`src/sv/oldq_pkg.sv`:
```
// Package for the ordered list with value delete: operation and status codes, FSM states.
// No dependencies.
`timescale 1ns / 1ps
`default_nettype none
package oldq_pkg;
  typedef enum logic [2:0] {
    OP_PUSH_BACK  = 3'd0,
    OP_PUSH_FRONT = 3'd1,
    OP_POP_FRONT  = 3'd2,
    OP_POP_BACK   = 3'd3,
    OP_DELETE     = 3'd4,
    OP_DUMP       = 3'd5
  } op_e;

  typedef enum logic [1:0] {
    ST_OK        = 2'd0,
    ST_EMPTY     = 2'd1,
    ST_NOT_FOUND = 2'd2,
    ST_FULL      = 2'd3
  } status_e;

  typedef enum logic [2:0] {
    S_IDLE,
    S_READ,
    S_MOVE,
    S_DONE
  } state_e;
endpackage
`default_nettype wire

```
`src/sv/oldq_ram.sv`:
```
// Generic single-port-write, single-read RAM with registered read data.
// No dependencies.
`timescale 1ns / 1ps
`default_nettype none
module oldq_ram #(
  parameter int Width = 32,
  parameter int Depth = 16
) (
  input  wire logic                     clk_i,
  input  wire logic                     we_i,
  input  wire logic [$clog2(Depth)-1:0] waddr_i,
  input  wire logic [Width-1:0]         wdata_i,
  input  wire logic [$clog2(Depth)-1:0] raddr_i,
  output logic      [Width-1:0]         rdata_o
);
  logic [Width-1:0] mem [Depth];

  always_ff @(posedge clk_i) begin
    if (we_i) mem[waddr_i] <= wdata_i;
    rdata_o <= mem[raddr_i];
  end
endmodule
`default_nettype wire

```
`src/sv/ordered_list_with_value_delete.sv`:
```
// Ordered list (bounded deque) with delete by value; top level.
// Depends on oldq_pkg and oldq_ram.
//
// Entries live in a circular buffer in one RAM with a head pointer and a count.
// A push, and any operation on an empty list, answers with one result strobe in
// the cycle after acceptance; busy stays low, so the next transfer can follow
// at once. Pops go through the RAM read port: busy is high through S_READ,
// S_MOVE and S_DONE, and the result comes with S_DONE. Delete makes one pass
// front to back, one entry a cycle, and moves the entries behind a match forward
// in the same pass; busy stays high until the pass ends, and the result comes in
// the last busy cycle. Dump emits one result per cycle, busy staying high until
// the last of them. Results carry a strobe valid_o for one cycle; the receiver
// cannot stall. Unused operation codes give no result.
`timescale 1ns / 1ps
`default_nettype none
module ordered_list_with_value_delete #(
  parameter int DEPTH = 16
) (
  input  wire logic               clk_i,
  input  wire logic               rst_ni,
  input  wire logic               start,
  output logic                    busy,
  input  wire logic [2:0]         operation_i,
  input  wire logic signed [31:0] item_value_i,
  output logic                    valid_o,
  output logic [1:0]              status_o,
  output logic signed [31:0]      result_value_o,
  output logic                    last_o
);
  localparam int AW = (DEPTH > 1) ? $clog2(DEPTH) : 1;
  localparam int CW = $clog2(DEPTH + 1);
  localparam logic [CW-1:0] DepthC = CW'(DEPTH);

  oldq_pkg::state_e state_q, state_d;
  logic [AW-1:0] head_q, head_d;
  logic [CW-1:0] cnt_q, cnt_d;
  logic [CW-1:0] idx_q, idx_d;      // walk position, relative to head
  logic [2:0]    op_q, op_d;
  logic [31:0]   val_q, val_d;
  logic          mv_q, mv_d;        // delete: moving tail forward

  logic          we;
  logic [AW-1:0] waddr, raddr;
  logic [31:0]   wdata, rdata;

  logic          ov_d, ol_d;
  logic [1:0]    os_d;
  logic [31:0]   ovl_d;

  // circular address: head + offset, wraps at DEPTH
  function automatic logic [AW-1:0] wrap(input logic [AW-1:0] h, input logic [CW-1:0] off);
    logic [CW:0] s;
    s = {{(CW+1-AW){1'b0}}, h} + {1'b0, off};
    if (s >= (CW+1)'(DEPTH)) s = s - (CW+1)'(DEPTH);
    return s[AW-1:0];
  endfunction

  oldq_ram #(.Width(32), .Depth(DEPTH)) u_ram (
    .clk_i, .we_i(we), .waddr_i(waddr), .wdata_i(wdata), .raddr_i(raddr), .rdata_o(rdata)
  );

  // control FSM
  always_comb begin
    state_d = state_q; head_d = head_q; cnt_d = cnt_q; idx_d = idx_q;
    op_d = op_q; val_d = val_q; mv_d = mv_q;
    we = 1'b0; waddr = '0; wdata = val_q; raddr = wrap(head_q, idx_q);
    ov_d = 1'b0; ol_d = 1'b1; os_d = oldq_pkg::ST_OK; ovl_d = '0;
    unique case (state_q)
      oldq_pkg::S_IDLE: begin
        if (start) begin
          op_d = operation_i; val_d = item_value_i; idx_d = '0; mv_d = 1'b0;
          priority case (operation_i)
            oldq_pkg::OP_PUSH_BACK, oldq_pkg::OP_PUSH_FRONT: begin
              ov_d = 1'b1;
              if (cnt_q >= DepthC) os_d = oldq_pkg::ST_FULL;
              else if (operation_i == oldq_pkg::OP_PUSH_BACK) begin
                we = 1'b1; waddr = wrap(head_q, cnt_q); wdata = item_value_i;
                cnt_d = cnt_q + 1'b1;
              end else begin
                head_d = wrap(head_q, DepthC - 1'b1);
                we = 1'b1; waddr = head_d; wdata = item_value_i;
                cnt_d = cnt_q + 1'b1;
              end
            end
            oldq_pkg::OP_POP_FRONT, oldq_pkg::OP_POP_BACK,
            oldq_pkg::OP_DELETE, oldq_pkg::OP_DUMP: begin
              if (cnt_q == '0) begin
                ov_d = 1'b1; os_d = oldq_pkg::ST_EMPTY;
              end else begin
                if (operation_i == oldq_pkg::OP_POP_BACK) idx_d = cnt_q - 1'b1;
                state_d = oldq_pkg::S_READ;
              end
            end
            default: ;
          endcase
        end
      end
      oldq_pkg::S_READ: begin
        // address presented; data next cycle
        state_d = oldq_pkg::S_MOVE;
        if (op_q == oldq_pkg::OP_DUMP || op_q == oldq_pkg::OP_DELETE)
          idx_d = idx_q + 1'b1;
      end
      oldq_pkg::S_MOVE: begin
        // rdata holds entry at idx_q-1 (dump/delete) or idx_q (pops)
        priority case (op_q)
          oldq_pkg::OP_POP_FRONT: begin
            ov_d = 1'b1; ovl_d = rdata;
            head_d = wrap(head_q, CW'(1)); cnt_d = cnt_q - 1'b1;
            state_d = oldq_pkg::S_DONE;
          end
          oldq_pkg::OP_POP_BACK: begin
            ov_d = 1'b1; ovl_d = rdata; cnt_d = cnt_q - 1'b1;
            state_d = oldq_pkg::S_DONE;
          end
          oldq_pkg::OP_DUMP: begin
            ov_d = 1'b1; ovl_d = rdata; ol_d = (idx_q == cnt_q);
            if (idx_q == cnt_q) state_d = oldq_pkg::S_DONE;
            else idx_d = idx_q + 1'b1;
          end
          default: begin
            if (!mv_q) begin
              if (rdata == val_q) begin
                mv_d = 1'b1;
                if (idx_q == cnt_q) begin
                  cnt_d = cnt_q - 1'b1; ov_d = 1'b1; ovl_d = val_q;
                  state_d = oldq_pkg::S_DONE;
                end else idx_d = idx_q + 1'b1;
              end else if (idx_q == cnt_q) begin
                ov_d = 1'b1; os_d = oldq_pkg::ST_NOT_FOUND;
                state_d = oldq_pkg::S_DONE;
              end else idx_d = idx_q + 1'b1;
            end else begin
              // copy entry idx_q-1 to idx_q-2
              we = 1'b1; waddr = wrap(head_q, idx_q - 2'd2); wdata = rdata;
              if (idx_q == cnt_q) begin
                cnt_d = cnt_q - 1'b1; ov_d = 1'b1; ovl_d = val_q;
                state_d = oldq_pkg::S_DONE;
              end else idx_d = idx_q + 1'b1;
            end
          end
        endcase
      end
      oldq_pkg::S_DONE: state_d = oldq_pkg::S_IDLE;
      default: state_d = oldq_pkg::S_IDLE;
    endcase
  end

  always_ff @(posedge clk_i or negedge rst_ni) begin
    if (!rst_ni) begin
      state_q <= oldq_pkg::S_IDLE; head_q <= '0; cnt_q <= '0; valid_o <= 1'b0;
    end else begin
      state_q <= state_d; head_q <= head_d; cnt_q <= cnt_d; valid_o <= ov_d;
    end
  end

  always_ff @(posedge clk_i) begin
    idx_q <= idx_d; op_q <= op_d; val_q <= val_d; mv_q <= mv_d;
    status_o <= os_d; result_value_o <= ovl_d; last_o <= ol_d;
  end

  assign busy = (state_q != oldq_pkg::S_IDLE);

  a_cnt_bound: assert property (@(posedge clk_i) disable iff (!rst_ni) cnt_q <= DepthC)
    else $error("entry count over depth");
  a_busy_on_start: assert property (@(posedge clk_i) disable iff (!rst_ni)
    start && !busy && operation_i == oldq_pkg::OP_DUMP && cnt_q != '0 |=> busy)
    else $error("dump did not raise busy");
  a_idle_after_done: assert property (@(posedge clk_i) disable iff (!rst_ni)
    state_q == oldq_pkg::S_DONE |=> !busy)
    else $error("did not return idle");
  a_ok_nonfull_push: assert property (@(posedge clk_i) disable iff (!rst_ni)
    valid_o && status_o == oldq_pkg::ST_FULL |-> cnt_q == DepthC)
    else $error("full status with room");
endmodule
`default_nettype wire
```
`config.mk`:
```
export PLATFORM = sky130hd
export DESIGN_NAME = ordered_list_with_value_delete
export DESIGN_NICKNAME = d
export VERILOG_FILES = /design/src/sv/oldq_pkg.sv /design/src/sv/oldq_ram.sv /design/src/sv/ordered_list_with_value_delete.sv
export SDC_FILE = /design/constraint.sdc
export NUM_CORES = 1
export LEC_CHECK = 0
export CORE_MARGIN = 5
export CORE_UTILIZATION = 50
export DETAILED_ROUTE_END_ITERATION = 10
export DONT_BUFFER_PORTS = 1
export GPL_TIMING_DRIVEN = 0
export PLACE_DENSITY = 0.68
export RECOVER_POWER = 25
export SYNTH_ARGS = -nofsm -noshare
export SYNTH_HDL_FRONTEND = slang
export SYNTH_SLANG_ARGS = --single-unit
```
`constraint.sdc`:
```
create_clock -name clk_i -period 4.5 [get_ports clk_i]
set_input_delay 0.675 -clock clk_i [delete_from_list [all_inputs] [get_ports clk_i]]
set_output_delay 0.675 -clock clk_i [all_outputs]
set_load 0.005 [all_outputs]
```
Yosys cells after proc, flatten, opt, wreduce, memory -nomap -nowiden:

Memory sizes are Yosys's and may differ from the RTL's. A register that Yosys moved wholly into a read port is not among the register bits.
Index checks and enable logic that the tools add are counted.

* register bits after elaboration: 89
* bits in writable memories: 512
* input bits: 38
* output and inout port bits: 37
* logic and storage cells: 155
* memories kept: 1

Memory list
* u_ram.mem: words 16, width 32, read ports 1, clocked after Yosys merged registers in 1, wr ports 1, RTL line oldq_ram.sv:16 `logic [Width-1:0] mem [Depth];`

* $add $sub $neg: 14
* order comparisons: 6
* eq/ne operators: 27
* mux-type cells: 78
* reduce and logical (&&, ||, !) cells: 18

Operators with widths (number)
* 32-bit two-way mux: 9
* 5-bit two-way mux: 13
* 4-bit two-way mux: 16
* 32-bit one-hot mux with 2 select lines: 1
* 32-bit equality test: 1
* 2-bit != test, second input constant: 10
* 5-bit one-hot mux with 2 select lines: 2
* 4-bit by 1-bit subtractor with 4-bit output, second input constant: 5
* 4-bit by 5-bit adder with 6-bit output: 3
* 6-bit by 5-bit >= comparator with 1-bit output, second input constant: 3
* 1-bit two-way mux: 16
* 4-bit one-hot mux with 2 select lines: 2
* 3-bit by 2-bit equality test with 1-bit output, second input constant: 5
* 5-bit >= comparator, second input constant: 3
* 3-bit two-way mux: 5
* 5-bit one-hot mux with 3 select lines: 1
* 3-bit equality test, second input constant: 4
* 2-bit two-way mux: 6
* 6-bit AND reduction: 2
* 5-bit by 1-bit adder with 5-bit output, second input constant: 2
* 3-bit one-hot mux with 3 select lines: 1
* 1-bit one-hot mux with 2 select lines: 4
* 2-bit one-hot mux with 2 select lines: 2
* 3-bit by 1-bit equality test with 1-bit output, second input constant: 2
* 20 further kinds: 25

Depth between registers and ports, before layout:

* word-level depth: 8
* gate-level depth with buffers: 10
* depth with buffers taken out: 8

Hierarchy:

A second synthesis with hierarchy kept.

* cell total of the unflattened synthesis: 1283
* area total of the unflattened synthesis: 24831.3 µm²

Modules (own cells, without submodules)
* oldq_ram: times used 1, cells each 838, area an instance 19835.3 µm², seq. area each 16015.4 µm²
* ordered_list_with_value_delete: times used 1, cells each 445, area an instance 4996.0 µm², seq. area each 2232.1 µm²

Least setup slack after synthesis:

No wires, ideal clock.

* kind: register -> register
* start point: reg head_q[0]
* end point: mem u_ram.mem[13][0] (enable)
* setup time: 461 ps
* arrival: 4503 ps
* data required time: 4039 ps
* setup slack: -464 ps
* stages on the path, launching flop included: 8
* path buffers: 2
* clock period less this slack: 4964 ps
* cell sequence: dfrtp_1 ha_1 fa_1 clkbuf_1 clkbuf_1 a22oi_2 o21ai_1 nor3_1

* cells in the longest elaborated chain, start to end: 8
* elaborated cells between the ends (all ways): 19
* those cells by class: add/sub (6); order compare (3); mux (10)

RTL lines
* start, declared: RTL line ordered_list_with_value_delete.sv:35 `logic [AW-1:0] head_q, head_d;`
* start signal, assigned: RTL line ordered_list_with_value_delete.sv:151 `state_q <= oldq_pkg::S_IDLE; head_q <= '0; cnt_q <= '0; valid_o <= 1'b0;`
* start signal, assigned: RTL line ordered_list_with_value_delete.sv:153 `state_q <= state_d; head_q <= head_d; cnt_q <= cnt_d; valid_o <= ov_d;`
* 4-bit by 5-bit adder with 6-bit output / 4-bit by 4-bit adder with 5-bit output (equally long branches): RTL line ordered_list_with_value_delete.sv:53 `s = {{(CW+1-AW){1'b0}}, h} + {1'b0, off};`
* 6-bit by 5-bit >= comparator with 1-bit output, or another cell as far along: RTL line ordered_list_with_value_delete.sv:54 `if (s >= (CW+1)'(DEPTH)) s = s - (CW+1)'(DEPTH);`
* 4-bit two-way mux: RTL line ordered_list_with_value_delete.sv:54
* 4-bit two-way mux: RTL line ordered_list_with_value_delete.sv:76 `else if (operation_i == oldq_pkg::OP_PUSH_BACK) begin`
* 4-bit two-way mux: RTL line ordered_list_with_value_delete.sv:75 `if (cnt_q >= DepthC) os_d = oldq_pkg::ST_FULL;`
* 4-bit two-way mux: RTL line ordered_list_with_value_delete.sv:72 `priority case (operation_i)`
* 4-bit two-way mux: RTL line ordered_list_with_value_delete.sv:70 `if (start) begin`
* 4-bit one-hot mux with 2 select lines *: RTL line ordered_list_with_value_delete.sv:68 `unique case (state_q)`
* end, declared: RTL line oldq_ram.sv:16

Mark *: on every way between the ends. The rest lies on a longest branch, timed or not.

Worst setup path in the final report:

* start point: reg head_q[0]
* end point: mem u_ram.mem[6][20] (enable)

The elaborated chain is that of the path after synthesis.

==> flow_metrics.tcl <==
set metrics [dict create \
    setup_viol 0 \
    syn_nets 1262 \
    viasPerCell 6.27 \
    num_vias 12900 \
    hp-class "input port to register" \
    yosysTopAreaCellShare_pct 67.0 \
    max_freq_mhz 233 \
    rows 81 \
    cp.arrival_ns 4.64 \
    reg2reg_from "head_q[0]$_DFFE_PN0P_" \
    syn_inst 1203 \
    ys_top_cells_by_area "edfxtp_1 (67%), mux4_2 (15%), dfxtp_1 (5.4%), a22o_1 (1.8%), xnor2_1 (1.6%)" \
    initial_utilization_pct 50.7 \
    clockPowerShare_pct 21.7 \
    clock_skew_ns 0.0269 \
    antenna_found_initial 3 \
    clockBufferDepth 3 \
    fin_worst_hold_slack_ns 0.124 \
    cp.required_ns 4.85 \
    peakVddDrop_uv 543 \
    track_usage_pct 23.3 \
    p_sw_mw 8.51 \
    drt.antenna.violating_nets 0 \
    endpoint_kind "register" \
    gp_congestion 0.865 \
    rrSetupSlack_ns 0.21 \
    synth_top_area_cell "edfxtp_1" \
    period_share_pct 95.3 \
    drive_above_1_share_pct 26.9 \
    slew_headroom_pct 21.2 \
    clkSinkCount 632 \
    crit_path_start_kind "register" \
    die_w_um 233 \
    drv_slew 0 \
    wirelength_mm 62.5 \
    die-area_mm2 0.0541 \
    synth_cell_types 53 \
    cap_violations 0 \
    whs_endpoint "val_q[25]$_DFFE_PP_" \
    ys_ff_latch 632 \
    status "completed" \
    synth_area_per_cell_um2 20.6 \
    min-delay-start "item_value_i[25]" \
    drt_iter0_markers 1849 \
    path_clk_slew_ns 0.07 \
    internal-power_mw 15.9 \
    cts_root_buf "clkbuf_16" \
    p_comb_share_pct 43.7 \
    seq_power_share_pct 34.6 \
    grt_pass1_vias 12900 \
    criticalPathCategory "register to register" \
    fin_nets 1396 \
    worstRegToRegCells 11 \
    p_leak_nw 9.47 \
    yosysWarnings 0 \
    fin_tns_setup_ns 0 \
    drtPass1Iterations 5 \
    async_reset_ff_share_pct 1.90 \
    io-pin-count 75 \
    syn_area_mm2 0.0248 \
    synth_seq_area_share_pct 73.6 \
    grt-ovfl-total 0 \
    syn_to_final_growth_pct 15.6 \
    reg2reg_to "u_ram.mem[6][20]$_DFFE_PP_" \
    grt_start_max_net_pins 38 \
    synthFlopType "edfxtp_1" \
    fin_util_pct 58.5 \
    post-route-min-period_ns 4.29 \
    wl_per_cell_um 30.4 \
    route.detailed.drc 0 \
    clk_latency_ns 0.64 \
    grt_pass1_wl_mm 90.9 \
    fp.dieH_um 233 \
    cts_tree "yes" \
    synth-edff-count 553 \
    power_density_mw_per_mm2 851 \
    port_buffers 0 \
    core-area_mm2 0.0490 \
    min_path_cells 0 \
    grt_setup_unrepaired "false" \
    finalHoldViolCount 0 \
    htreeDepth 2 \
    worstPathMaxFanout 10 \
    dp_hpwl_mm 42.4 \
    cts_inserted_buffers 60 \
    swShare_pct 34.9 \
    worst_pin_slew_ns 1.18 \
]
## stage by stage
step                power [mW]  cells  area, um2  setup WS, ns
detailed placement        19.2   1936      26500        -0.879
global route              25.5   2051      28600        0.0587
CTS                       24.5   2051      28600        0.0384
finish                    24.4   2057      28700         0.212
global placement          19.0   1867      25600         -4.73
floorplan                 15.8   1203      24800        -0.464
## cell usage in the layout, fill, tap and decap left out, types with 9 or more instances in the layout
cell         n
nand2_1     22
mux2_1      10
mux4_2     160
edfxtp_1   553
nor3_2      11
clkbuf_1    59
inv_1       30
a21o_1      21
a222oi_1    16
xor2_1      15
o21ai_0     14
bufinv_16    9
xnor2_1     45
dfrtp_1     12
nor2_1      10
buf_6       60
buf_2       16
ha_1        18
clkinv_2     9
clkbuf_16   61
a22o_1      50
nand4_1     11
dfxtp_1     67
## sequential cells by signal (all words and copies together) (netlist names)
name            cells
cnt_q               5
head_q              4
idx_q               5
last_o              1
mv_q                1
op_q                3
result_value_o     32
state_q             2
status_o            2
u_ram.mem         512
u_ram.rdata_o      32
val_q              32
valid_o             1
## worst max-delay path: stages (launching register included)
cell	delay (ns)
dfrtp_1	0.49
ha_1	0.32
fa_1	0.71
clkbuf_1	0.47
clkbuf_4	0.45
a22oi_2	0.15
buf_4	0.22
nor3_2	0.45
buf_6	0.25
buf_8	0.17
buf_6	0.16
buf_6	0.15
## power by group through the flow
stage,logic (mW),clock network (mW),registers [mW]
2_1_floorplan,7.37,0,8.41
3_3_place_gp,10.4,0,8.57
3_5_place_dp,10.6,0,8.55
4_1_cts,10.7,5.35,8.44
5_1_grt,11.3,5.63,8.50
6_report,10.6,5.29,8.44
## layout make-up
cell class	count	area (um2)
clock inverter	25	380
antenna	6	15.0
fill	3505	20300
buffer	62	268
multi-input combinational	478	6270
timing repair buffer	72	821
tap	664	831
clock buffer	87	1700
inverter	31	119
sequential	632	18200
## per-layer routing
metal  track usage [%]  share of wire [%]  up-vias
met5                 0              0.021        -
met4              6.06                2.4        2
met3              6.91                 12      106
met2              35.3                 46      772
met1              33.9                 40     6746
li1                  -                  -     5263
## worst max-delay path by stage
stage                                 from                         end  slack (ns)  depth (start not counted)
floorplan            head_q[0]$_DFFE_PN0P_  u_ram.mem[13][0]$_DFFE_PP_       -0.46                          7
global placement     head_q[0]$_DFFE_PN0P_  u_ram.mem[6][16]$_DFFE_PP_       -4.73                          6
detailed placement   head_q[0]$_DFFE_PN0P_  u_ram.mem[5][16]$_DFFE_PP_       -0.88                         10
CTS                 state_q[0]$_DFFE_PN0P_  u_ram.mem[11][9]$_DFFE_PP_        0.04                         13
global route         head_q[0]$_DFFE_PN0P_  u_ram.mem[6][17]$_DFFE_PP_        0.06                         11
finish               head_q[0]$_DFFE_PN0P_  u_ram.mem[6][20]$_DFFE_PP_        0.21                         11
## synth_stat cells, types with 11 or more instances
library cell	number
inv_1	30
xor2_1	15
o21ai_0	14
ha_1	18
xnor2_1	45
a21o_1	21
nand4_1	11
nand2_1	22
buf_2	19
nor3_1	19
dfxtp_1	67
a222oi_1	16
a22o_1	50
edfxtp_1	553
dfrtp_1	12
mux4_2	160
clkbuf_1	35
## logic make-up (layout without fill, tap and decap cells)
family,Yosys count,in the layout,share of synthesized area [%]
xor+xnor,61,61,2.18
simple gates,88,88,1.89
compound gates,128,128,4.17
mux,179,179,15.4
flops,632,632,73.6
other cells,0,6,0
buf+inv,93,277,1.59
fa+ha+maj,22,22,1.19
## timing repair
item / 4_1_cts / 5_1_grt
hold buffers: 1 / 0
endpoints found under the setup margin: 383 / 28
endpoints found under the hold margin: 12 / 0
resized for setup: 7 / 4
setup buffers: 2 / 0
pin swaps: 2 / 0
(Power assumes the default switching activity.)
